<file path="config.mk">
export PLATFORM = sky130hd
export DESIGN_NAME = checked_frame_receiver_core_flat
export DESIGN_NICKNAME = d
export VERILOG_FILES = /design/src/design/cfr_pkg.sv /design/src/design/cfr_intf.sv /design/src/design/cfr_front.sv /design/src/design/cfr_queue.sv /design/src/design/cfr_back.sv /design/src/design/checked_frame_receiver_core.sv /design/src/flat_wrapper.sv
export VERILOG_INCLUDE_DIRS = /design/src /design/src/design
export SDC_FILE = /design/constraint.sdc
export NUM_CORES = 1
export LEC_CHECK = 0
export BUFFER_PORTS_ARGS = -buffer_cell sky130_fd_sc_hd__buf_2
export CAP_MARGIN = 20
export CORE_ASPECT_RATIO = 1.75
export CORE_UTILIZATION = 45
export CTS_CLUSTER_SIZE = 16
export DETAILED_ROUTE_END_ITERATION = 10
export PLACE_DENSITY = 0.59
export SYNTH_ARGS = -nofsm -noshare
export SYNTH_HDL_FRONTEND = slang
export SYNTH_HIERARCHICAL = 1
export SYNTH_SLANG_ARGS = --single-unit
</file>
<file path="constraint.sdc">
create_clock -name clk_i -period 4.8 [get_ports clk_i]
set_input_delay 0.96 -clock clk_i [delete_from_list [all_inputs] [get_ports clk_i]]
set_output_delay 0.96 -clock clk_i [all_outputs]
set_load 0.05 [all_outputs]
</file>
<file path="src/design/checked_frame_receiver_core_defines.svh">
// Assertion helpers used by the receiver RTL.
`ifndef CHECKED_FRAME_RECEIVER_CORE_DEFINES_SVH
`define CHECKED_FRAME_RECEIVER_CORE_DEFINES_SVH

// Clocked check, quiet while reset is asserted.
`define CFR_ASSERT(lbl, prop, msg) \
  lbl: assert property (@(posedge clk_i) disable iff (!rst_ni) (prop)) else $error(msg);

// Clocked check that also holds while reset is asserted.
`define CFR_ASSERT_ALWAYS(lbl, prop, msg) \
  lbl: assert property (@(posedge clk_i) (prop)) else $error(msg);

`endif

</file>
<file path="src/design/cfr_pkg.sv">
package cfr_pkg;

  // Payload buffer size and derived address width
  localparam int MAX_PAYLOAD = 32;
  localparam int PAY_AW      = (MAX_PAYLOAD > 1) ? $clog2(MAX_PAYLOAD) : 1;

  // Field widths
  localparam int LEN_W    = 6;
  localparam int HDR_W    = 8;
  localparam int TICK_W   = 16;
  localparam int BYTE_W   = 8;
  localparam int CMD_W    = 2;
  localparam int STATUS_W = 3;

  // Header, length and checksum bytes around the payload
  localparam int FRAME_OVERHEAD = 3;

  // Job queue between front and back
  localparam int QUEUE_DEPTH = 2;
  localparam int QPTR_W      = (QUEUE_DEPTH > 1) ? $clog2(QUEUE_DEPTH) : 1;
  localparam int QCNT_W      = $clog2(QUEUE_DEPTH + 1);

  // Register file
  localparam int APB_AW = 3;
  localparam int APB_DW = 32;
  localparam logic REG_HEADER  = 1'b0;
  localparam logic REG_TIMEOUT = 1'b1;
  localparam logic [HDR_W-1:0]  HEADER_RESET  = 8'd0;
  localparam logic [TICK_W-1:0] TIMEOUT_RESET = 16'd200;

  typedef enum logic [CMD_W-1:0] {
    CMD_START = 2'd0,
    CMD_BYTE  = 2'd1,
    CMD_TICK  = 2'd2
  } cmd_e;

  typedef enum logic [STATUS_W-1:0] {
    ST_OK       = 3'd0,
    ST_TIMEOUT  = 3'd1,
    ST_HEADER   = 3'd2,
    ST_LENGTH   = 3'd3,
    ST_CHECKSUM = 3'd4
  } status_e;

  typedef struct packed {
    logic [HDR_W-1:0]  header;
    logic [TICK_W-1:0] timeout;
  } cfg_t;

  // One job per finished frame: a status item, or a payload burst of count bytes
  typedef struct packed {
    status_e          status;
    logic [LEN_W-1:0] count;
  } job_t;

  typedef struct packed {
    logic              we;
    logic [PAY_AW-1:0] addr;
    logic [BYTE_W-1:0] data;
  } pay_wr_t;

endpackage

</file>
<file path="src/design/cfr_intf.sv">
// Input item channel
interface cfr_in_if import cfr_pkg::*; ();
  logic              valid;
  logic              ready;
  logic [CMD_W-1:0]  command;
  logic [LEN_W-1:0]  expected_length;
  logic [BYTE_W-1:0] rx_byte;

  modport source(output valid, output command, output expected_length, output rx_byte,
                 input ready);
  modport sink(input valid, input command, input expected_length, input rx_byte,
               output ready);
endinterface

// Result item channel
interface cfr_out_if import cfr_pkg::*; ();
  logic                valid;
  logic                ready;
  logic [STATUS_W-1:0] status;
  logic [BYTE_W-1:0]   data_byte;
  logic                last;

  modport source(output valid, output status, output data_byte, output last, input ready);
  modport sink(input valid, input status, input data_byte, input last, output ready);
endinterface

</file>
<file path="src/design/cfr_front.sv">
module cfr_front import cfr_pkg::*; (
  input  logic              clk_i,
  input  logic              rst_ni,
  input  cfg_t              cfg_i,
  input  logic              in_valid_i,
  output logic              in_ready_o,
  input  logic [CMD_W-1:0]  command_i,
  input  logic [LEN_W-1:0]  expected_length_i,
  input  logic [BYTE_W-1:0] rx_byte_i,
  output logic              job_push_o,
  output job_t              job_o,
  input  logic              job_full_i,
  output pay_wr_t           pay_wr_o,
  input  logic              burst_done_i
);

  logic              busy_q, busy_d;
  logic [LEN_W-1:0]  frame_total_q, frame_total_d;
  logic [LEN_W-1:0]  byte_count_q, byte_count_d;
  logic [BYTE_W-1:0] xor_sum_q, xor_sum_d;
  logic              header_good_q, header_good_d;
  logic              length_good_q, length_good_d;
  logic [TICK_W-1:0] elapsed_q, elapsed_d;
  logic              burst_out_q, burst_out_d;

  logic              accept;
  logic [LEN_W-1:0]  len_clamped;
  logic [LEN_W:0]    byte_next;
  logic [TICK_W-1:0] elapsed_inc;
  logic [LEN_W-1:0]  pay_idx;

  // Hold off input while the payload buffer is being drained or the queue is full
  assign in_ready_o = !burst_out_q && !job_full_i;
  assign accept     = in_valid_i && in_ready_o;

  // Clamp the requested payload length into 1..MAX_PAYLOAD
  always_comb begin
    if (expected_length_i == '0) begin
      len_clamped = LEN_W'(1);
    end else if (expected_length_i > LEN_W'(MAX_PAYLOAD)) begin
      len_clamped = LEN_W'(MAX_PAYLOAD);
    end else begin
      len_clamped = expected_length_i;
    end
  end

  assign byte_next   = {1'b0, byte_count_q} + (LEN_W+1)'(1);
  assign elapsed_inc = (elapsed_q == '1) ? elapsed_q : elapsed_q + TICK_W'(1);
  assign pay_idx     = byte_count_q - LEN_W'(2);

  // Frame tracking and classification
  always_comb begin
    busy_d        = busy_q;
    frame_total_d = frame_total_q;
    byte_count_d  = byte_count_q;
    xor_sum_d     = xor_sum_q;
    header_good_d = header_good_q;
    length_good_d = length_good_q;
    elapsed_d     = elapsed_q;
    job_push_o    = 1'b0;
    job_o.status  = ST_OK;
    job_o.count   = frame_total_q - LEN_W'(FRAME_OVERHEAD);
    pay_wr_o.we   = 1'b0;
    pay_wr_o.addr = pay_idx[PAY_AW-1:0];
    pay_wr_o.data = rx_byte_i;

    if (accept) begin
      unique case (cmd_e'(command_i))
        CMD_START: begin
          busy_d        = 1'b1;
          frame_total_d = len_clamped + LEN_W'(FRAME_OVERHEAD);
          byte_count_d  = '0;
          xor_sum_d     = '0;
          header_good_d = 1'b0;
          length_good_d = 1'b0;
          elapsed_d     = '0;
        end
        CMD_TICK: begin
          if (busy_q) begin
            elapsed_d = elapsed_inc;
            if (elapsed_inc >= cfg_i.timeout) begin
              busy_d       = 1'b0;
              job_push_o   = 1'b1;
              job_o.status = ST_TIMEOUT;
            end
          end
        end
        CMD_BYTE: begin
          if (busy_q) begin
            byte_count_d = byte_next[LEN_W-1:0];
            if (byte_next < {1'b0, frame_total_q}) begin
              xor_sum_d = xor_sum_q ^ rx_byte_i;
              if (byte_count_q == LEN_W'(0)) begin
                header_good_d = (rx_byte_i == cfg_i.header);
              end else if (byte_count_q == LEN_W'(1)) begin
                length_good_d = (rx_byte_i == BYTE_W'(frame_total_q - LEN_W'(2)));
              end else begin
                pay_wr_o.we = 1'b1;
              end
            end else begin
              // checksum byte closes the frame
              busy_d     = 1'b0;
              job_push_o = 1'b1;
              if (!header_good_q) begin
                job_o.status = ST_HEADER;
              end else if (!length_good_q) begin
                job_o.status = ST_LENGTH;
              end else if (xor_sum_q != rx_byte_i) begin
                job_o.status = ST_CHECKSUM;
              end else begin
                job_o.status = ST_OK;
              end
            end
          end
        end
        default: begin
        end
      endcase
    end
  end

  // Buffer is owned by the back end from an ok job until its last byte is read
  always_comb begin
    burst_out_d = burst_out_q;
    if (burst_done_i) begin
      burst_out_d = 1'b0;
    end
    if (job_push_o && (job_o.status == ST_OK)) begin
      burst_out_d = 1'b1;
    end
  end

  always_ff @(posedge clk_i or negedge rst_ni) begin
    if (!rst_ni) begin
      busy_q        <= 1'b0;
      frame_total_q <= '0;
      byte_count_q  <= '0;
      xor_sum_q     <= '0;
      header_good_q <= 1'b0;
      length_good_q <= 1'b0;
      elapsed_q     <= '0;
      burst_out_q   <= 1'b0;
    end else begin
      busy_q        <= busy_d;
      frame_total_q <= frame_total_d;
      byte_count_q  <= byte_count_d;
      xor_sum_q     <= xor_sum_d;
      header_good_q <= header_good_d;
      length_good_q <= length_good_d;
      elapsed_q     <= elapsed_d;
      burst_out_q   <= burst_out_d;
    end
  end

endmodule

</file>
<file path="src/design/cfr_queue.sv">
module cfr_queue import cfr_pkg::*; (
  input  logic clk_i,
  input  logic rst_ni,
  input  logic push_i,
  input  job_t job_i,
  output logic full_o,
  input  logic pop_i,
  output logic empty_o,
  output job_t job_o
);

  job_t              slot_q [QUEUE_DEPTH];
  logic [QPTR_W-1:0] wr_ptr_q, rd_ptr_q;
  logic [QCNT_W-1:0] count_q;
  logic              do_push, do_pop;

  assign full_o  = (count_q == QCNT_W'(QUEUE_DEPTH));
  assign empty_o = (count_q == '0);
  assign job_o   = slot_q[rd_ptr_q];
  assign do_push = push_i && !full_o;
  assign do_pop  = pop_i && !empty_o;

  // Storage
  always_ff @(posedge clk_i) begin
    if (do_push) begin
      slot_q[wr_ptr_q] <= job_i;
    end
  end

  // Pointers and fill level
  always_ff @(posedge clk_i or negedge rst_ni) begin
    if (!rst_ni) begin
      wr_ptr_q <= '0;
      rd_ptr_q <= '0;
      count_q  <= '0;
    end else begin
      if (do_push) begin
        wr_ptr_q <= (wr_ptr_q == QPTR_W'(QUEUE_DEPTH - 1)) ? '0 : wr_ptr_q + QPTR_W'(1);
      end
      if (do_pop) begin
        rd_ptr_q <= (rd_ptr_q == QPTR_W'(QUEUE_DEPTH - 1)) ? '0 : rd_ptr_q + QPTR_W'(1);
      end
      if (do_push && !do_pop) begin
        count_q <= count_q + QCNT_W'(1);
      end else if (do_pop && !do_push) begin
        count_q <= count_q - QCNT_W'(1);
      end
    end
  end

endmodule

</file>
<file path="src/design/cfr_back.sv">
`include "checked_frame_receiver_core_defines.svh"

module cfr_back import cfr_pkg::*; (
  input  logic                clk_i,
  input  logic                rst_ni,
  input  logic                job_valid_i,
  input  job_t                job_i,
  output logic                job_pop_o,
  input  pay_wr_t             pay_wr_i,
  output logic                out_valid_o,
  input  logic                out_ready_i,
  output logic [STATUS_W-1:0] status_o,
  output logic [BYTE_W-1:0]   data_byte_o,
  output logic                last_o,
  output logic                burst_done_o
);

  typedef enum logic [1:0] {
    BK_IDLE  = 2'b01,
    BK_BURST = 2'b10
  } bk_state_e;

  bk_state_e         state_q, state_d;
  logic [BYTE_W-1:0] pay_mem_q [MAX_PAYLOAD];
  logic [PAY_AW-1:0] rd_idx_q, rd_idx_d;
  logic [LEN_W-1:0]  left_q, left_d;
  logic              out_valid_q, out_valid_d;
  status_e           status_q, status_d;
  logic              last_q, last_d;
  logic [BYTE_W-1:0] data_q;
  logic [PAY_AW-1:0] rd_addr;
  logic              load_ok, load_err, out_free;

  assign out_free = !out_valid_q || out_ready_i;

  // Emission sequencer: one status item, or the payload read out byte by byte
  always_comb begin
    state_d      = state_q;
    rd_idx_d     = rd_idx_q;
    left_d       = left_q;
    status_d     = status_q;
    last_d       = last_q;
    rd_addr      = rd_idx_q;
    load_ok      = 1'b0;
    load_err     = 1'b0;
    job_pop_o    = 1'b0;
    burst_done_o = 1'b0;

    unique case (state_q)
      BK_IDLE: begin
        if (job_valid_i && out_free) begin
          job_pop_o = 1'b1;
          if (job_i.status == ST_OK) begin
            load_ok  = 1'b1;
            rd_addr  = '0;
            status_d = ST_OK;
            last_d   = (job_i.count == LEN_W'(1));
            left_d   = job_i.count - LEN_W'(1);
            rd_idx_d = PAY_AW'(1);
            if (job_i.count == LEN_W'(1)) begin
              burst_done_o = 1'b1;
            end else begin
              state_d = BK_BURST;
            end
          end else begin
            load_err = 1'b1;
            status_d = job_i.status;
            last_d   = 1'b1;
          end
        end
      end
      BK_BURST: begin
        if (out_free) begin
          load_ok  = 1'b1;
          last_d   = (left_q == LEN_W'(1));
          left_d   = left_q - LEN_W'(1);
          rd_idx_d = rd_idx_q + PAY_AW'(1);
          if (left_q == LEN_W'(1)) begin
            burst_done_o = 1'b1;
            state_d      = BK_IDLE;
          end
        end
      end
      default: begin
        state_d = BK_IDLE;
      end
    endcase
  end

  assign out_valid_d = (load_ok || load_err) ? 1'b1 : (out_ready_i ? 1'b0 : out_valid_q);

  // Payload buffer, written by the front end
  always_ff @(posedge clk_i) begin
    if (pay_wr_i.we) begin
      pay_mem_q[pay_wr_i.addr] <= pay_wr_i.data;
    end
  end

  // Output register doubles as the buffer's read register
  always_ff @(posedge clk_i) begin
    if (load_ok) begin
      data_q <= pay_mem_q[rd_addr];
    end else if (load_err) begin
      data_q <= '0;
    end
    status_q <= status_d;
    last_q   <= last_d;
  end

  always_ff @(posedge clk_i or negedge rst_ni) begin
    if (!rst_ni) begin
      state_q     <= BK_IDLE;
      rd_idx_q    <= '0;
      left_q      <= '0;
      out_valid_q <= 1'b0;
    end else begin
      state_q     <= state_d;
      rd_idx_q    <= rd_idx_d;
      left_q      <= left_d;
      out_valid_q <= out_valid_d;
    end
  end

  assign out_valid_o = out_valid_q;
  assign status_o    = status_q;
  assign data_byte_o = data_q;
  assign last_o      = last_q;

  // Checks
  `CFR_ASSERT(a_burst_holds_item, (state_q == BK_BURST) |-> out_valid_q, "burst without item")
  `CFR_ASSERT(a_burst_has_bytes, (state_q == BK_BURST) |-> (left_q != '0), "empty burst")
  `CFR_ASSERT(a_done_shows_last, burst_done_o |=> (out_valid_q && last_q), "done w/o last")
  `CFR_ASSERT(a_pop_when_idle, job_pop_o |-> (state_q == BK_IDLE), "pop during burst")

endmodule

</file>
<file path="src/design/checked_frame_receiver_core.sv">
// Frame receiver with XOR checksum. A start item arms reception for a payload of
// 1..32 bytes; byte items then bring header, length, payload and checksum, and tick
// items count time toward the timeout register. Each finished or timed-out frame
// gives either its payload bytes (status 0, last on the final byte) or a single
// status item. Input items are taken one per cycle while a frame arrives and the job
// queue is not full. Once a good frame completes, its payload is read out of the
// internal buffer one byte per cycle (output backpressure permitting), and input is
// held off from the cycle after the checksum byte until the last payload byte has
// been read; that hold grows while earlier status items drain or the output stalls.
// Status results go through a two-entry job queue; input also stalls while that
// queue is full. Registers: expected header at 0x0, timeout in ticks at 0x4.
module checked_frame_receiver_core import cfr_pkg::*; (
  input  logic              clk_i,
  input  logic              rst_ni,
  cfr_in_if.sink            in_chan,
  cfr_out_if.source         out_chan,
  input  logic              psel,
  input  logic              penable,
  input  logic              pwrite,
  input  logic [APB_AW-1:0] paddr,
  input  logic [APB_DW-1:0] pwdata,
  output logic [APB_DW-1:0] prdata,
  output logic              pready
);

  logic [HDR_W-1:0]  header_q;
  logic [TICK_W-1:0] timeout_q;
  cfg_t              cfg;
  logic              cfg_we;

  logic    job_push, job_full, job_pop, job_empty;
  job_t    job_in, job_head;
  pay_wr_t pay_wr;
  logic    burst_done;

  // Register file
  assign pready = 1'b1;
  assign cfg_we = psel && penable && pwrite;

  always_ff @(posedge clk_i or negedge rst_ni) begin
    if (!rst_ni) begin
      header_q  <= HEADER_RESET;
      timeout_q <= TIMEOUT_RESET;
    end else if (cfg_we) begin
      unique case (paddr[2])
        REG_HEADER:  header_q  <= pwdata[HDR_W-1:0];
        REG_TIMEOUT: timeout_q <= pwdata[TICK_W-1:0];
        default: begin
        end
      endcase
    end
  end

  always_comb begin
    unique case (paddr[2])
      REG_HEADER:  prdata = APB_DW'(header_q);
      REG_TIMEOUT: prdata = APB_DW'(timeout_q);
      default:     prdata = '0;
    endcase
  end

  assign cfg.header  = header_q;
  assign cfg.timeout = timeout_q;

  cfr_front u_front (
    .clk_i             (clk_i),
    .rst_ni            (rst_ni),
    .cfg_i             (cfg),
    .in_valid_i        (in_chan.valid),
    .in_ready_o        (in_chan.ready),
    .command_i         (in_chan.command),
    .expected_length_i (in_chan.expected_length),
    .rx_byte_i         (in_chan.rx_byte),
    .job_push_o        (job_push),
    .job_o             (job_in),
    .job_full_i        (job_full),
    .pay_wr_o          (pay_wr),
    .burst_done_i      (burst_done)
  );

  cfr_queue u_queue (
    .clk_i   (clk_i),
    .rst_ni  (rst_ni),
    .push_i  (job_push),
    .job_i   (job_in),
    .full_o  (job_full),
    .pop_i   (job_pop),
    .empty_o (job_empty),
    .job_o   (job_head)
  );

  cfr_back u_back (
    .clk_i        (clk_i),
    .rst_ni       (rst_ni),
    .job_valid_i  (!job_empty),
    .job_i        (job_head),
    .job_pop_o    (job_pop),
    .pay_wr_i     (pay_wr),
    .out_valid_o  (out_chan.valid),
    .out_ready_i  (out_chan.ready),
    .status_o     (out_chan.status),
    .data_byte_o  (out_chan.data_byte),
    .last_o       (out_chan.last),
    .burst_done_o (burst_done)
  );

endmodule
</file>
<file path="src/flat_wrapper.sv">
// flat-port wrapper written by rule: the top's interface ports become plain ports
module checked_frame_receiver_core_flat import cfr_pkg::*;
  (clk_i, rst_ni, psel, penable, pwrite, paddr, pwdata, prdata, pready, in_chan_valid, in_chan_command, in_chan_expected_length, in_chan_rx_byte, in_chan_ready, out_chan_valid, out_chan_status, out_chan_data_byte, out_chan_last, out_chan_ready);
  cfr_in_if in_chan_i ();
  cfr_out_if out_chan_i ();
  input  logic clk_i;
  input  logic rst_ni;
  input  logic psel;
  input  logic penable;
  input  logic pwrite;
  input  logic [APB_AW-1:0] paddr;
  input  logic [APB_DW-1:0] pwdata;
  output logic [APB_DW-1:0] prdata;
  output logic pready;
  input wire logic [$bits(in_chan_i.valid)-1:0] in_chan_valid;
  input wire logic [$bits(in_chan_i.command)-1:0] in_chan_command;
  input wire logic [$bits(in_chan_i.expected_length)-1:0] in_chan_expected_length;
  input wire logic [$bits(in_chan_i.rx_byte)-1:0] in_chan_rx_byte;
  output wire logic [$bits(in_chan_i.ready)-1:0] in_chan_ready;
  output wire logic [$bits(out_chan_i.valid)-1:0] out_chan_valid;
  output wire logic [$bits(out_chan_i.status)-1:0] out_chan_status;
  output wire logic [$bits(out_chan_i.data_byte)-1:0] out_chan_data_byte;
  output wire logic [$bits(out_chan_i.last)-1:0] out_chan_last;
  input wire logic [$bits(out_chan_i.ready)-1:0] out_chan_ready;
  assign in_chan_i.valid = in_chan_valid;
  assign in_chan_i.command = in_chan_command;
  assign in_chan_i.expected_length = in_chan_expected_length;
  assign in_chan_i.rx_byte = in_chan_rx_byte;
  assign in_chan_ready = in_chan_i.ready;
  assign out_chan_valid = out_chan_i.valid;
  assign out_chan_status = out_chan_i.status;
  assign out_chan_data_byte = out_chan_i.data_byte;
  assign out_chan_last = out_chan_i.last;
  assign out_chan_i.ready = out_chan_ready;
  checked_frame_receiver_core u_core (.clk_i(clk_i), .rst_ni(rst_ni), .in_chan(in_chan_i), .out_chan(out_chan_i), .psel(psel), .penable(penable), .pwrite(pwrite), .paddr(paddr), .pwdata(pwdata), .prdata(prdata), .pready(pready));
endmodule
</file>
### Word level (Yosys, flattened, before mapping)

Memory sizes are Yosys's and may differ from the RTL's.
Cells that the tools add are included.

* register bits: 94
* bits in latches: 0
* RAM bits: 274
* bits in read-only memories: 0
* input port bits: 58
* output and inout bits: 47
* word-level logic and storage cells: 204
* memories kept: 2

* add/sub/neg operators: 13
* multiply operators: 0
* divide/modulo/power cells: 0
* $lt $le $gt $ge: 3
* equal/unequal tests: 23
* shift operators: 0
* muxes and demuxes: 96
* bitwise gates (word level): 2
* reductions and logical operators: 45

Memory list
* u_core.u_back.pay_mem_q: depth 32, width 8, read ports 1, clocked after Yosys merged registers in 0, write ports 1, line cfr_back.sv:24 `logic [BYTE_W-1:0] pay_mem_q [MAX_PAYLOAD];`
* u_core.u_queue.slot_q: depth 2, width 9, read ports 1, clocked after Yosys merged registers in 0, write ports 1, line cfr_queue.sv:12 `job_t slot_q [QUEUE_DEPTH];`

Operators by type and width (number)
* $pmux W32 S2: 1
* $mux W1: 50
* $mux W6: 6
* $mux W16: 2
* $mux W8: 4
* $pmux W16 S2: 1
* $mux W5: 6
* $pmux W6 S2: 2
* $ne A2 B2 Y1 const B: 11
* $eq A6 B1 Y1 const B: 3
* $mux W3: 6
* $add A16 B1 Y16 const B: 1
* $eq A16 B16 Y1 const B: 1
* $eq A8 B8 Y1: 2
* $ge A16 B16 Y1: 1
* $pmux W8 S2: 1
* $mux W2: 7
* $reduce_bool A2 Y1: 7
* $logic_not A6 Y1: 2
* $pmux W1 S2: 6
* $sub A6 B1 Y6 const B: 2
* $logic_and A1 B1 Y1: 10
* $pmux W5 S2: 1
* $reduce_and A2 Y1: 5
* 28 further kinds: 44

### Longest topological paths before layout

Gate-level depths: netlist of the first run.

* depth in word-level cells: 12
* mapped depth: 19
* depth with buffers taken out: 18

### Modules after synthesis

Netlist of the first run, hierarchy kept.

Modules (own cells, without submodules)
* cfr_back: instances 1, cells each 750, area each 11970.2 µm², sequential area each 8399.3 µm²
* cfr_front: instances 1, cells each 431, area each 3652.3 µm², sequential area each 1001.0 µm²
* checked_frame_receiver_core: instances 1, cells each 89, area each 1260.0 µm², sequential area each 604.3 µm²
* cfr_queue: instances 1, cells each 47, area each 853.3 µm², sequential area each 640.6 µm²

### Least setup slack after synthesis of the first run

OpenSTA, ideal clock, no wires.

* path type: register -> register
* start point: reg u_core.u_front.elapsed_q[7]
* end point: mem u_core/u_queue/slot_q[0][0] in the netlist's numbering, enable pin
* setup time: 0.374 ns
* arrival time: 3.431 ns
* data required time: 4.426 ns
* path slack: 0.995 ns
* stages on the path, launching flop included: 15
* path buffers: 2
* period minus slack after synthesis: 3.805 ns
* cell sequence: dfrtp_1 > buf_2 > nand4_2 > or3_1 > clkbuf_1 > o2111a_1 > xor2_1 > ha_1 > a211oi_1 > o21ai_0 > o221ai_1 > or2_2 > a221oi_1 > nand2_2 > nor2_1

* longest elaborated chain between the ends: 10
* elaborated cells on any way between the ends: 11
* those cells by class: add/sub (1); order compare (1); eq/ne (1); mux (7); reduce/logical (1)

Ends and longest elaborated chain
* start, declared: line cfr_front.sv:23 `logic [TICK_W-1:0] elapsed_q, elapsed_d;`
* start signal, assigned: line cfr_front.sv:150 `elapsed_q <= elapsed_d;`
* $add A16 B1 Y16 / $eq A16 B16 Y1 (equally long branches): line cfr_front.sv:48 `assign elapsed_inc = (elapsed_q == '1) ? elapsed_q : elapsed_q + TICK_W'(1);`
* $mux W16 (*): line cfr_front.sv:48
* $ge A16 B16 Y1 (*): line cfr_front.sv:81 `if (elapsed_inc >= cfg_i.timeout) begin`
* $mux W1 (*): line cfr_front.sv:81
* $mux W1 (*): line cfr_front.sv:79 `if (busy_q) begin`
* $pmux W1 S2 (*): line cfr_front.sv:68 `unique case (cmd_e'(command_i))`
* $mux W1 (*): line cfr_front.sv:67 `if (accept) begin`
* named net u_core.job_push: line checked_frame_receiver_core.sv:31 `logic job_push, job_full, job_pop, job_empty;`
* $logic_and A1 B1 Y1 (*): line cfr_queue.sv:20 `assign do_push = push_i && !full_o;`
* $mux W1 (*): line cfr_queue.sv:25 `if (do_push) begin`
* $mux W1 (implied by the code) (*): line cfr_queue.sv:26 `slot_q[wr_ptr_q] <= job_i;`
* end, declared: line cfr_queue.sv:12

The timed path passes the listed nets; every way through them passes the cells marked *.

### Final worst setup path of the first run

* start point: reg u_core.u_front.elapsed_q[7]
* end point: reg u_core.u_queue.count_q[1]

* longest elaborated chain between the ends: 11
* elaborated cells on any way between the ends: 14
* those cells by class: add/sub (1); order compare (1); eq/ne (1); mux (6); reduce/logical (5)

Ends and longest elaborated chain
* $add A16 B1 Y16 / $eq A16 B16 Y1 (equally long branches): line cfr_front.sv:48
* $mux W16 (*): line cfr_front.sv:48
* $ge A16 B16 Y1 (*): line cfr_front.sv:81
* $mux W1 (*): line cfr_front.sv:81
* $mux W1 (*): line cfr_front.sv:79
* $pmux W1 S2 (*): line cfr_front.sv:68
* $mux W1 (*): line cfr_front.sv:67
* named net u_core.job_push: line checked_frame_receiver_core.sv:31
* $logic_and A1 B1 Y1 (*): line cfr_queue.sv:20
* named net u_core.u_queue.do_push: line cfr_queue.sv:15 `logic do_push, do_pop;`
* $logic_not A1 Y1: line cfr_queue.sv:45 `end else if (do_pop && !do_push) begin`
* $logic_and A1 B1 Y1: line cfr_queue.sv:45
* $reduce_bool A2 Y1 (no source line)
* end signal, assigned: line cfr_queue.sv:44 `count_q <= count_q + QCNT_W'(1);`
* end signal, assigned: line cfr_queue.sv:46 `count_q <= count_q - QCNT_W'(1);`
* end, declared: line cfr_queue.sv:14 `logic [QCNT_W-1:0] count_q;`

Marks and branches as above.
A chain may end at the register's enable or synchronous reset.

==> flow_summary.rst, run 1 <==
.. list-table::
   :header-rows: 1

   * - Metric
     - Value
   * - Detailed Route Iter0 Violations
     - 633
   * - Number of global-route vias before repair
     - 11486
   * - Average wire per standard cell
     - 22.14 microns
   * - Power density over cell area
     - 468.3 nW/um^2
   * - Cells after synthesis
     - 1317
   * - GR Util All Layers
     - 21.58%
   * - Fraction of final layout cells sized beyond drive strength 1
     - 21.15%
   * - Post-synthesis async set-or-reset flop share
     - 22.28%
   * - Worst Setup Path Type
     - reg -> reg
   * - Critical path data arrival time
     - 4.73 ns
   * - Synth-to-Final Area Change
     - 10.98%
   * - Final Core Density
     - 50.95%
   * - Slowest stage cell on the critical path
     - sky130_fd_sc_hd__or3_1
   * - Chain of cells forming the critical path
     - nand4_2 > or3_1 > o21ai_2 > nor2_1 > xnor2_1 > ha_1 > o21ai_0 > o21ai_0 > o221ai_1 > or2_2 > a221oi_2 > nand2_2 > inv_1 > ha_1 > xor2_1 > nor2_1 > xor2_1
   * - Worst stage delay on the critical path
     - 0.54 ns
   * - Worst reg-to-reg setup slack
     - 0.47 ns
   * - Weighted congestion at the end of routability-driven global placement
     - 0.8186
   * - Worst-Skew Late Latency
     - 0.54 ns
   * - Maximum number of pins on one net before global-route repair
     - 45
   * - Clock buffers created by TritonCTS
     - 36
   * - Net Switching
     - 3.034 mW
   * - Switching power share of the total
     - 32.92%
   * - Drt first pass iters
     - 8
   * - Maximum number of buffers from clock root to sink
     - 3
   * - Crit end category
     - flip-flop
   * - Final worst clock skew
     - 0.02109 ns
   * - Post-Place Setup Slack
     - 0.3237 ns
   * - Vias/cell
     - 5.716
   * - Number of warnings printed during yosys synthesis
     - 6
   * - Critical path buffer and inverter count
     - 1
   * - First-pass GRT wire length
     - 66070 microns
   * - Count of filler cells inserted in the layout
     - 3314
   * - Port Buf Inserts
     - 69
   * - Setup violations, final
     - 0
   * - Synthesized area
     - 17740 sq um
   * - Post-synthesis register bit count
     - 368
   * - Number of diodes added for antenna fixing
     - 0
   * - Placement Rows
     - 95
   * - Global-route congestion overflow total
     - 0
   * - Static leakage power
     - 7.516 nW
   * - Failing checks
     - design-rule violations
   * - Number of distinct library cells after synthesis
     - 99
   * - Antenna violation net count after detailed routing
     - 0
   * - DRC violations left
     - 5
   * - Number of hold buffers added after CTS
     - 0
   * - Count of flip-flops with a built-in enable after synthesis
     - 286
   * - Initial Util
     - 45.91%
   * - Placed wire-length estimate after detailed placement
     - 29090 microns
   * - Hold Violations, Final
     - 0
   * - Fraction of the yosys area taken by sequential cells
     - 60.02%
   * - Total count of max-transition violations in the final report
     - 0
   * - H-tree levels
     - 2
   * - Setup repair after global routing missed its margin
     - false
   * - # Post-CTS Setup Buffers
     - 0
   * - Number of clock sinks
     - 368
   * - Synth Area per Inst
     - 13.47 sq um
   * - Required time at the endpoint of the critical path
     - 5.20 ns
   * - Area of the die
     - 40240 sq um
   * - Fraction of the cycle the final worst path needs
     - 90.23%
   * - Highest ir drop seen on vdd
     - 0.3818 mV
   * - Placed cell areas
     - 18560 sq um
   * - Path depth of the worst reg2reg path
     - 17
   * - Final period demand of the worst path
     - 4.331 ns
   * - Setup ws final
     - 0.4687 ns
   * - Status
     - finished with violations
   * - Count of boundary I/O pins
     - 105
   * - Worst Setup Start Kind
     - flip-flop
   * - Path length in cells of the critical path
     - 17
   * - Detailed-route via count
     - 10935
   * - PostCTS Resize Cnt
     - 0
   * - Worst Hold Margin
     - 0.4620 ns
   * - Largest fanout of any net on the critical path
     - 8
   * - Int Pwr
     - 6.183 mW
   * - Setup tns final
     - 0 ns
   * - Die Y-Extent
     - 264.6 microns
   * - Total detailed-routing wirelength
     - 42350 microns
   * - Type of the tightest min-delay check
     - in -> async
   * - Antenna violations before repair
     - 0
   * - Clock transition at the registers of the reported paths
     - 0.07 ns
   * - Number of nets in the final layout
     - 1504
   * - Final design instance area without fill
     - 19680 sq um
   * - CTS tree
     - built
   * - Top_reg_cell synth
     - sky130_fd_sc_hd__edfxtp_1
   * - Sequential fraction of design power
     - 43.5%
   * - Clk Tree Root Cell
     - sky130_fd_sc_hd__clkbuf_16
   * - Actual slew at the worst max-slew pin
     - 0.9514 ns
   * - Core box area
     - 38630 sq um
   * - Cell family with most CP delay
     - simple AND/OR/NAND/NOR gates
   * - Relative max-transition margin
     - 36.57%
   * - Clk pwr share
     - 29.5%
   * - Maxcap violations
     - 0
   * - Comb pwr share
     - 26.9%
   * - Horizontal extent of the die
     - 152.1 microns
   * - Maximum frequency from static timing analysis
     - 230.9 MHz
-- state kept, by name, summed over array words and instances (netlist names), 2 cells and up --
| name | cells |
|---|---|
| u_core/u_back/status_o | 3 |
| u_core/u_queue/count_q | 2 |
| u_core/u_front/elapsed_q | 16 |
| u_core/u_front/xor_sum_q | 8 |
| u_core/u_back/rd_idx_q | 5 |
| u_core/header_q | 8 |
| u_core/u_front/frame_total_q | 6 |
| u_core/u_back/left_q | 6 |
| u_core/u_back/data_byte_o | 8 |
| u_core/timeout_q | 16 |
| u_core/u_front/byte_count_q | 6 |
| u_core/u_queue/slot_q | 18 |
| u_core/u_back/state_q | 2 |
| u_core/u_back/pay_mem_q | 256 |
-- power by group through the flow --
stage                     Combinational (mW)  Sequential [mW]  Clock, mW
after floorplan                         1.83             4.12          0
after global placement                  2.46             4.07          0
after detailed placement                2.49             4.08          0
after CTS                               2.50             4.02       2.79
after global routing                    2.70             4.05       2.89
final                                   2.48             4.01       2.72
-- cell usage in the layout (no fill, tap or decap), drive strengths merged, types with 22 or more instances in the layout --
cell type / n
xnor2: 36
nand3: 27
o21ai: 69
nor3: 22
a21oi: 35
ha: 43
nand2: 76
dfrtp: 78
nor2: 73
mux2: 48
mux2i: 46
inv: 59
edfxtp: 286
clkbuf: 44
buf: 123
mux4: 26
-- layer usage --
layer	part of all wire, %	vias up	global-route usage, %	routed length, microns
met1	37	5462	22.55	15590
met4	4.1	0	9.901	1720
li1	-	5127	-	-
met3	3.2	91	2.370	1336
met5	0	-	0	0
met2	56	255	42.69	23700
-- cells in the mapped netlist (24+ instances only) --
master	instances	area share, %
sky130_fd_sc_hd__dfrtp_1	78	11
sky130_fd_sc_hd__clkbuf_1	25	0.53
sky130_fd_sc_hd__mux2i_1	46	2.6
sky130_fd_sc_hd__mux4_2	24	3.0
sky130_fd_sc_hd__buf_4	28	1.2
sky130_fd_sc_hd__inv_1	57	1.2
sky130_fd_sc_hd__edfxtp_1	286	48
sky130_fd_sc_hd__nand3_1	27	0.76
sky130_fd_sc_hd__nand2_1	73	1.5
sky130_fd_sc_hd__o21ai_0	67	1.9
sky130_fd_sc_hd__nor2_1	73	1.5
sky130_fd_sc_hd__xnor2_1	35	1.7
sky130_fd_sc_hd__ha_1	43	3.0
sky130_fd_sc_hd__mux2_2	33	2.1
sky130_fd_sc_hd__a21oi_1	35	0.99
-- kinds of logic after synthesis --
logic type	after synthesis	share of synthesized area, %
buf+inv	147	4.571
simple gates	332	10.15
compound gates	250	10.22
other cells	2	0.04234
flops	368	60.02
mux	120	9.199
fa+ha+maj	43	3.034
xor+xnor	55	2.758
-- area by class of cell --
| class | instances | area, sq um | area share, % |
|---|---|---|---|
| clock buffers | 44 | 952.2 | 4.838 |
| repair buffers | 123 | 753.2 | 3.827 |
| inverters | 57 | 214.0 | 1.087 |
| multi-input cells | 817 | 6342 | 32.22 |
| well taps | 485 | 606.8 | 3.083 |
| clock inverters | 19 | 163.9 | 0.8328 |
| flip-flops and latches | 368 | 10650 | 54.11 |
-- final timing paths --
path / start / endpoint
min in group clk_i: u_core/u_back/state_q[1] / u_core/u_back/state_q[1]
worst max-delay path: u_core/u_front/elapsed_q[7] / u_core/u_queue/count_q[1]
worst max register to register: u_core/u_front/elapsed_q[7] / u_core/u_queue/count_q[1]
worst min register to register: u_core/u_back/state_q[1] / u_core/u_back/state_q[1]
worst min-delay path: rst_ni / u_core/u_front/elapsed_q[13]
max in group asynchronous: rst_ni / u_core/timeout_q[7]
-- stage by stage --
step	cells	power [mW]
final	1913	9.218
after global routing	1913	9.648
after CTS	1913	9.311
after detailed placement	1850	6.575
after global placement	1850	6.529
after floorplan	1332	5.952
Power figures use the tool's default switching activity.
==> inputs of run 2 (changes only) <==
CTS_BUF_LIST = sky130_fd_sc_hd__clkbuf_16   (was unset)
==> run 2 against run 1 <==
The run still ends with design-rule violations left. Largest power group unchanged. Sequential share of layout area unchanged. Utilization unchanged. Final area unchanged. Largest cell class unchanged. Register-to-register slack about the same. Critical path depth unchanged. Via count about the same. Clock power about the same. Hold slack got worse by 0.0020 ns. Flip-flop and latch count unchanged. Clock skew decreased by 0.00056 ns.
==> flow_summary.rst, run 2 (synthesis results as in run 1) <==
.. list-table::
   :header-rows: 1

   * - Metric
     - Value
   * - Timing startpoint of the critical path
     - u_core/u_front/elapsed_q[7]
   * - Port Buf Inserts
     - 69 (unchanged)
   * - Global-route congestion overflow total
     - 0 (unchanged)
   * - Total detailed-routing wirelength
     - 42360 microns (about the same)
   * - GR Util All Layers
     - 21.58% (about the same)
   * - Net Switching
     - 3.040 mW (+0.18%)
   * - Detailed Route Iter0 Violations
     - 631 (-0.32%)
   * - Worst reg2reg startpoint
     - u_core/u_front/elapsed_q[7]
   * - Area of the die
     - 40240 sq um (unchanged)
   * - Count of boundary I/O pins
     - 105 (unchanged)
   * - Average wire per standard cell
     - 22.14 microns (about the same)
   * - Required time at the endpoint of the critical path
     - 5.20 ns (about the same)
   * - Status
     - finished with violations
   * - Maxcap violations
     - 0 (unchanged)
   * - Number of clock sinks
     - 368 (unchanged)
   * - Antenna violations before repair
     - 0 (unchanged)
   * - Worst Setup Start Kind
     - flip-flop
   * - Type of the tightest min-delay check
     - in -> async
   * - Switching power share of the total
     - 33.01% (+0.095 points)
   * - Setup violations, final
     - 0 (unchanged)
   * - Maximum number of buffers from clock root to sink
     - 3 (unchanged)
   * - Slowest stage cell on the critical path
     - sky130_fd_sc_hd__or3_1
   * - Setup repair after global routing missed its margin
     - false
   * - Die Y-Extent
     - 264.6 microns (unchanged)
   * - Setup tns final
     - 0 ns (unchanged)
   * - Fraction of the cycle the final worst path needs
     - 90.51% (+0.27 points)
   * - Int Pwr
     - 6.168 mW (-0.25%)
   * - Highest ir drop seen on vdd
     - 0.3818 mV (about the same)
   * - Worst-Skew Late Latency
     - 0.54 ns (about the same)
   * - Power density over cell area
     - 467.8 nW/um^2 (-0.10%)
   * - Sequential fraction of design power
     - 43.6% (about the same)
   * - CTS tree
     - built
   * - Final worst clock skew
     - 0.02053 ns (-0.0005588 ns)
   * - Worst Setup Path Type
     - reg -> reg
   * - Total count of max-transition violations in the final report
     - 0 (unchanged)
   * - Initial Util
     - 45.91% (unchanged)
   * - Hold Violations, Final
     - 0 (unchanged)
   * - Failing checks
     - design-rule violations
   * - Number of global-route vias before repair
     - 11486 (unchanged)
   * - Critical path buffer and inverter count
     - 1 (unchanged)
   * - Number of hold buffers added after CTS
     - 0 (unchanged)
   * - Worst stage delay on the critical path
     - 0.54 ns (about the same)
   * - Path depth of the worst reg2reg path
     - 17 (unchanged)
   * - Antenna violation net count after detailed routing
     - 0 (unchanged)
   * - Maximum number of pins on one net before global-route repair
     - 45 (unchanged)
   * - Largest registers
     - u_core/u_back/pay_mem_q: 256 flops, u_core/u_queue/slot_q: 18 flops
   * - Comb pwr share
     - 27.0% (about the same)
   * - H-tree levels
     - 2 (unchanged)
   * - Core box area
     - 38630 sq um (unchanged)
   * - Final period demand of the worst path
     - 4.344 ns (+0.01311 ns)
   * - Vias/cell
     - 5.715 (about the same)
   * - Clk pwr share
     - 29.4% (about the same)
   * - Fraction of final layout cells sized beyond drive strength 1
     - 21.15% (unchanged)
   * - Commonest non-fill, non-tap cells in the layout
     - sky130_fd_sc_hd__edfxtp_1 (286), sky130_fd_sc_hd__dfrtp_1 (76), sky130_fd_sc_hd__nor2_1 (73), sky130_fd_sc_hd__nand2_1 (73), sky130_fd_sc_hd__buf_2 (68)
   * - Synth-to-Final Area Change
     - 10.98% (unchanged)
   * - Placement Rows
     - 95 (unchanged)
   * - Post-Place Setup Slack
     - 0.3237 ns (unchanged)
   * - Number of diodes added for antenna fixing
     - 0 (unchanged)
   * - Horizontal extent of the die
     - 152.1 microns (unchanged)
   * - DRC violations left
     - 5 (unchanged)
   * - Setup ws final
     - 0.4556 ns (-0.01311 ns)
   * - Worst Hold Margin
     - 0.4600 ns (-0.002041 ns)
   * - Chain of cells forming the critical path
     - nand4_2 > or3_1 > o21ai_2 > nor2_1 > xnor2_1 > ha_1 > o21ai_0 > o21ai_0 > o221ai_1 > or2_2 > a221oi_2 > nand2_2 > inv_1 > ha_1 > xor2_1 > nor2_1 > xor2_1
   * - Crit end category
     - flip-flop
   * - Register ranked first by flip-flop count
     - u_core/u_back/pay_mem_q
   * - Detailed-route via count
     - 10933 (-0.018%)
   * - # Post-CTS Setup Buffers
     - 0 (unchanged)
   * - Drt first pass iters
     - 8 (unchanged)
   * - Critical path data arrival time
     - 4.75 ns (+0.02 ns)
   * - Clock transition at the registers of the reported paths
     - 0.06 ns (about the same)
   * - Clk Tree Root Cell
     - sky130_fd_sc_hd__clkbuf_16
   * - Relative max-transition margin
     - 36.57% (about the same)
   * - Final Core Density
     - 50.95% (unchanged)
   * - Placed cell areas
     - 18560 sq um (unchanged)
   * - Weighted congestion at the end of routability-driven global placement
     - 0.8186 (unchanged)
   * - First-pass GRT wire length
     - 66070 microns (unchanged)
   * - Number of nets in the final layout
     - 1504 (unchanged)
   * - Path length in cells of the critical path
     - 17 (unchanged)
   * - Static leakage power
     - 7.545 nW (+0.39%)
   * - Count of filler cells inserted in the layout
     - 3314 (unchanged)
   * - Actual slew at the worst max-slew pin
     - 0.9514 ns (-0.000001490 ns)
   * - Most common cell after layout, fill and taps aside
     - sky130_fd_sc_hd__edfxtp_1
   * - Placed wire-length estimate after detailed placement
     - 29090 microns (unchanged)
   * - Clock buffers created by TritonCTS
     - 36 (unchanged)
   * - Maximum frequency from static timing analysis
     - 230.2 MHz (-0.30%)
   * - Cell family with most CP delay
     - simple AND/OR/NAND/NOR gates
   * - Final design instance area without fill
     - 19680 sq um (unchanged)
   * - Max reg flops
     - 256 (unchanged)
   * - Largest fanout of any net on the critical path
     - 8 (unchanged)
run 2: cell types whose count changed in the layout (fill, tap and decap cells not counted):
cell                       before  now
sky130_fd_sc_hd__clkbuf_1       7    0
sky130_fd_sc_hd__inv_1         57   64
run 2: layout make-up:
type,count,area (sq um),area share (%)
sequential,368,10650,54.11
clock buffer,37,925.9,4.704
inverter,57,214.0,1.087
clock inverter,26,190.2,0.9662
tap,485,606.8,3.083
multi-input combinational,817,6342,32.22
timing repair buffer,123,753.2,3.827
run 2: metal layers:
layer	part of all wire (%)	wire, microns	vias to the layer above	global-route usage [%]
li1	-	-	5127	-
met1	37	15700	5466	22.55
met2	56	23670	250	42.68
met3	3.0	1287	90	2.370
met4	4.0	1707	0	9.901
met5	0	0	-	0
run 2: path summary, 6_finish.rpt:
| kind | end | slack [ns] |
|---|---|---|
| setup / recovery | u_core/u_queue/count_q[1] | 0.46 |
| hold reg to reg | u_core/u_back/state_q[1] | 0.53 |
| setup reg to reg | u_core/u_queue/count_q[1] | 0.46 |
| max in group asynchronous | u_core/timeout_q[7] | 3.36 |
| min in group clk_i | u_core/u_back/state_q[1] | 0.53 |
| hold / removal | u_core/u_back/rd_idx_q[3] | 0.46 |
run 2: per-stage QoR:
stage,power (mW),std cells
after floorplan,5.952,1332
after global placement,6.529,1850
after detailed placement,6.575,1850
after CTS,9.297,1913
after global routing,9.633,1913
final,9.208,1913
run 2: power groups by stage:
stage,clock [mW],combinational [mW],sequential [mW]
2_1_floorplan,0,1.83,4.12
3_3_place_gp,0,2.46,4.07
3_5_place_dp,0,2.49,4.08
4_1_cts,2.78,2.50,4.02
5_1_grt,2.88,2.70,4.05
6_report,2.71,2.48,4.01
run 2: repair_timing:
item | 4_1_cts | 5_1_grt
setup endpoints to repair | 0 | 1
resized for setup | 0 | 1
hold endpoints to repair | 0 | 0
==> inputs of run 3 (changes only) <==
CORE_UTILIZATION = 30   (was 45)
CTS_BUF_LIST = sky130_fd_sc_hd__clkbuf_4 sky130_fd_sc_hd__clkbuf_8   (was sky130_fd_sc_hd__clkbuf_16)
PLACE_DENSITY = 0.42   (was 0.59)
==> run 3 against run 2 <==
The run now ends clean. Wire length increased by 13%. Cell count increased by 18%. Flip-flop and latch count unchanged. Critical path depth increased by 2. Sequential power increased by 1%. First-iteration DRC count decreased by 11%. Non-clock buffer count increased by 18. Setup slack got worse by 0.018 ns. Combinational power increased by 20%. Hold slack got worse by 0.063 ns.
==> flow_summary.rst, run 3 (synthesis results as in run 1) <==
.. list-table::
   :header-rows: 1

   * - Metric
     - Value
   * - Status
     - finished clean
   * - Total count of max-transition violations in the final report
     - 0 (unchanged)
   * - Chain of cells forming the critical path
     - nand4_2 > or3_1 > o21ai_2 > nor2_1 > xnor2_1 > ha_1 > o21ai_0 > o21ai_0 > buf_4 > o221ai_1 > or2_2 > a221oi_1 > buf_4 > nand2_2 > inv_1 > ha_1 > xor2_1 > nor2_1 > xor2_1
   * - H-tree levels
     - 2 (unchanged)
   * - First-pass GRT wire length
     - 72320 microns (+9.5%)
   * - Worst-Skew Late Latency
     - 0.66 ns (+0.12 ns)
   * - Setup violations, final
     - 0 (unchanged)
   * - Clock transition at the registers of the reported paths
     - 0.07 ns (about the same)
   * - Final worst clock skew
     - 0.03745 ns (+0.01692 ns)
   * - Slowest stage cell on the critical path
     - sky130_fd_sc_hd__or3_1
   * - Largest fanout of any net on the critical path
     - 8 (unchanged)
   * - Setup tns final
     - 0 ns (unchanged)
   * - Critical path data arrival time
     - 4.87 ns (+0.12 ns)
   * - Placed wire-length estimate after detailed placement
     - 33750 microns (+16%)
   * - # Post-CTS Setup Buffers
     - 0 (unchanged)
   * - Maximum frequency from static timing analysis
     - 229.2 MHz (-0.42%)
   * - PostCTS Resize Cnt
     - 0 (unchanged)
   * - Worst reg-to-reg setup slack
     - 0.44 ns (-0.02 ns)
   * - Path length in cells of the critical path
     - 19 (+2)
   * - Fraction of final layout cells sized beyond drive strength 1
     - 24.50% (+3.3 points)
   * - Register ranked first by flip-flop count
     - u_core/u_back/pay_mem_q
   * - Placed cell areas
     - 19060 sq um (+2.7%)
   * - Fraction of the cycle the final worst path needs
     - 90.89% (+0.38 points)
   * - Vias/cell
     - 4.835 (-15%)
   * - Clk Tree Root Cell
     - sky130_fd_sc_hd__clkbuf_8
   * - Setup repair after global routing missed its margin
     - false
   * - Antenna violation net count after detailed routing
     - 0 (unchanged)
   * - Global-route congestion overflow total
     - 0 (unchanged)
   * - Number of nets in the final layout
     - 1544 (+2.7%)
   * - Largest registers
     - u_core/u_back/pay_mem_q: 256 flops, u_core/u_queue/slot_q: 18 flops
   * - Number of clock sinks
     - 368 (unchanged)
   * - Cell family with most CP delay
     - simple AND/OR/NAND/NOR gates
   * - Most common cell after layout, fill and taps aside
     - sky130_fd_sc_hd__edfxtp_1
   * - GR Util All Layers
     - 16.39% (-5.2 points)
   * - Relative max-transition margin
     - 48.02% (+11 points)
   * - Detailed Route Iter0 Violations
     - 561 (-11%)
   * - Static leakage power
     - 7.685 nW (+1.9%)
   * - Maximum number of buffers from clock root to sink
     - 3 (unchanged)
   * - Worst stage delay on the critical path
     - 0.55 ns (about the same)
   * - Initial Util
     - 30.44% (-15 points)
   * - Hold Violations, Final
     - 0 (unchanged)
   * - Average wire per standard cell
     - 21.16 microns (-4.5%)
   * - Required time at the endpoint of the critical path
     - 5.31 ns (+0.11 ns)
   * - Number of hold buffers added after CTS
     - 0 (unchanged)
   * - Highest ir drop seen on vdd
     - 0.2570 mV (-33%)
   * - Critical path buffer and inverter count
     - 3 (+2)
   * - Weighted congestion at the end of routability-driven global placement
     - 0.8096 (-1.1%)
   * - Maxcap violations
     - 0 (unchanged)
   * - Maximum number of pins on one net before global-route repair
     - 53 (+18%)
   * - Power density over cell area
     - 485.1 nW/um^2 (+3.7%)
   * - Synth-to-Final Area Change
     - 14.26%
   * - Area of the die
     - 60130 sq um (+49%)
   * - Core box area
     - 58260 sq um (+51%)
   * - Worst Setup Start Kind
     - flip-flop
   * - Final design instance area without fill
     - 20260 sq um (+3.0%)
   * - Worst Setup Path Type
     - reg -> reg
   * - Detailed-route via count
     - 10947 (+0.13%)
   * - Actual slew at the worst max-slew pin
     - 0.7797 ns (-0.1717 ns)
   * - Count of filler cells inserted in the layout
     - 5882 (+77%)
   * - Antenna violations before repair
     - 1 (+1)
   * - Number of global-route vias before repair
     - 11566 (+0.70%)
   * - Commonest non-fill, non-tap cells in the layout
     - sky130_fd_sc_hd__edfxtp_1 (286), sky130_fd_sc_hd__dfrtp_1 (76), sky130_fd_sc_hd__nor2_1 (73), sky130_fd_sc_hd__nand2_1 (73), sky130_fd_sc_hd__buf_4 (72)
   * - Port Buf Inserts
     - 69 (unchanged)
   * - Placement Rows
     - 117 (+23%)
   * - Path depth of the worst reg2reg path
     - 19 (+2)
   * - Die Y-Extent
     - 323.7 microns (+22%)
   * - DRC violations left
     - 0 (-5)
   * - Total detailed-routing wirelength
     - 47900 microns (+13%)
   * - Worst Hold Margin
     - 0.3966 ns (-0.06341 ns)
   * - Horizontal extent of the die
     - 185.8 microns (+22%)
   * - Max reg flops
     - 256 (unchanged)
   * - Final period demand of the worst path
     - 4.363 ns (+0.01820 ns)
   * - Count of boundary I/O pins
     - 105 (unchanged)
   * - Crit end category
     - flip-flop
   * - CTS tree
     - built
   * - Clock buffers created by TritonCTS
     - 58 (+61%)
   * - Drt first pass iters
     - 4 (-4)
   * - Type of the tightest min-delay check
     - in -> async
[run 3: changes by cell type in the layout (fill, tap and decap cells not counted), moves of 5 or more]
| cell | change |
|---|---|
| sky130_fd_sc_hd__inv_1 | -7 |
| sky130_fd_sc_hd__clkbuf_8 | +63 |
| sky130_fd_sc_hd__clkinv_1 | +5 |
| sky130_fd_sc_hd__clkbuf_16 | -37 |
| sky130_fd_sc_hd__clkbuf_4 | +21 |
| sky130_fd_sc_hd__buf_4 | +17 |
[run 3: per-layer routing]
| layer | track usage, % | vias to the layer above | share of wire (%) |
|---|---|---|---|
| li1 | - | 5221 | - |
| met1 | 16.55 | 5422 | 36 |
| met2 | 32.04 | 212 | 57 |
| met3 | 2.201 | 92 | 2.9 |
| met4 | 8.197 | 0 | 4.8 |
| met5 | 0 | - | 0 |
[run 3: path summary, 6_finish.rpt]
kind | startpoint | endpoint
max | u_core/u_front/elapsed_q[7] | u_core/u_queue/count_q[1]
min | rst_ni | u_core/u_queue/count_q[0]
max reg2reg | u_core/u_front/elapsed_q[7] | u_core/u_queue/count_q[1]
min reg2reg | u_core/u_back/state_q[1] | u_core/u_back/state_q[1]
max in group asynchronous | rst_ni | u_core/timeout_q[6]
min in group clk_i | u_core/u_back/state_q[1] | u_core/u_back/state_q[1]
[run 3: through the flow]
step / utilization, % / setup WS (ns) / instances / power [mW]
after floorplan: - / 0.9952 / 1332 / 5.952
after global routing: 34.78 / 0.01073 / 2264 / 10.39
after global placement: 32.71 / 0.3057 / 2155 / 7.141
after detailed placement: 32.71 / 0.3365 / 2155 / 7.166
after CTS: 34.76 / 0.2798 / 2262 / 10.02
final: 34.78 / 0.4374 / 2264 / 9.831
[run 3: worst register-to-register path, cell delays in order (launching register included)]
cell                       delay [ns]
sky130_fd_sc_hd__dfrtp_1         0.49
sky130_fd_sc_hd__nand4_2         0.22
sky130_fd_sc_hd__or3_1           0.55
sky130_fd_sc_hd__o21ai_2         0.27
sky130_fd_sc_hd__nor2_1          0.10
sky130_fd_sc_hd__xnor2_1         0.14
sky130_fd_sc_hd__ha_1            0.29
sky130_fd_sc_hd__o21ai_0         0.07
sky130_fd_sc_hd__o21ai_0         0.14
sky130_fd_sc_hd__buf_4           0.15
sky130_fd_sc_hd__o221ai_1        0.18
sky130_fd_sc_hd__or2_2           0.35
sky130_fd_sc_hd__a221oi_1        0.41
sky130_fd_sc_hd__buf_4           0.19
sky130_fd_sc_hd__nand2_2         0.05
sky130_fd_sc_hd__inv_1           0.06
sky130_fd_sc_hd__ha_1            0.17
sky130_fd_sc_hd__xor2_1          0.18
sky130_fd_sc_hd__nor2_1          0.07
sky130_fd_sc_hd__xor2_1          0.14
[run 3: power by group]
part / internal (mW) / switching, mW
Combinational: 1.15 / 1.84
Clock: 1.48 / 1.30
Sequential: 3.73 / 0.331
Total: 6.36 / 3.47
[run 3: cell type report]
type / count / area [sq um] / area share (%)
sequential: 368 / 10650 / 52.56
multi-input combinational: 817 / 6336 / 31.27
clock buffer: 84 / 1025 / 5.057
tap: 773 / 967.2 / 4.773
timing repair buffer: 141 / 900.9 / 4.446
inverter: 57 / 214.0 / 1.056
clock inverter: 23 / 168.9 / 0.8335
antenna: 1 / 2.502 / 0.01235
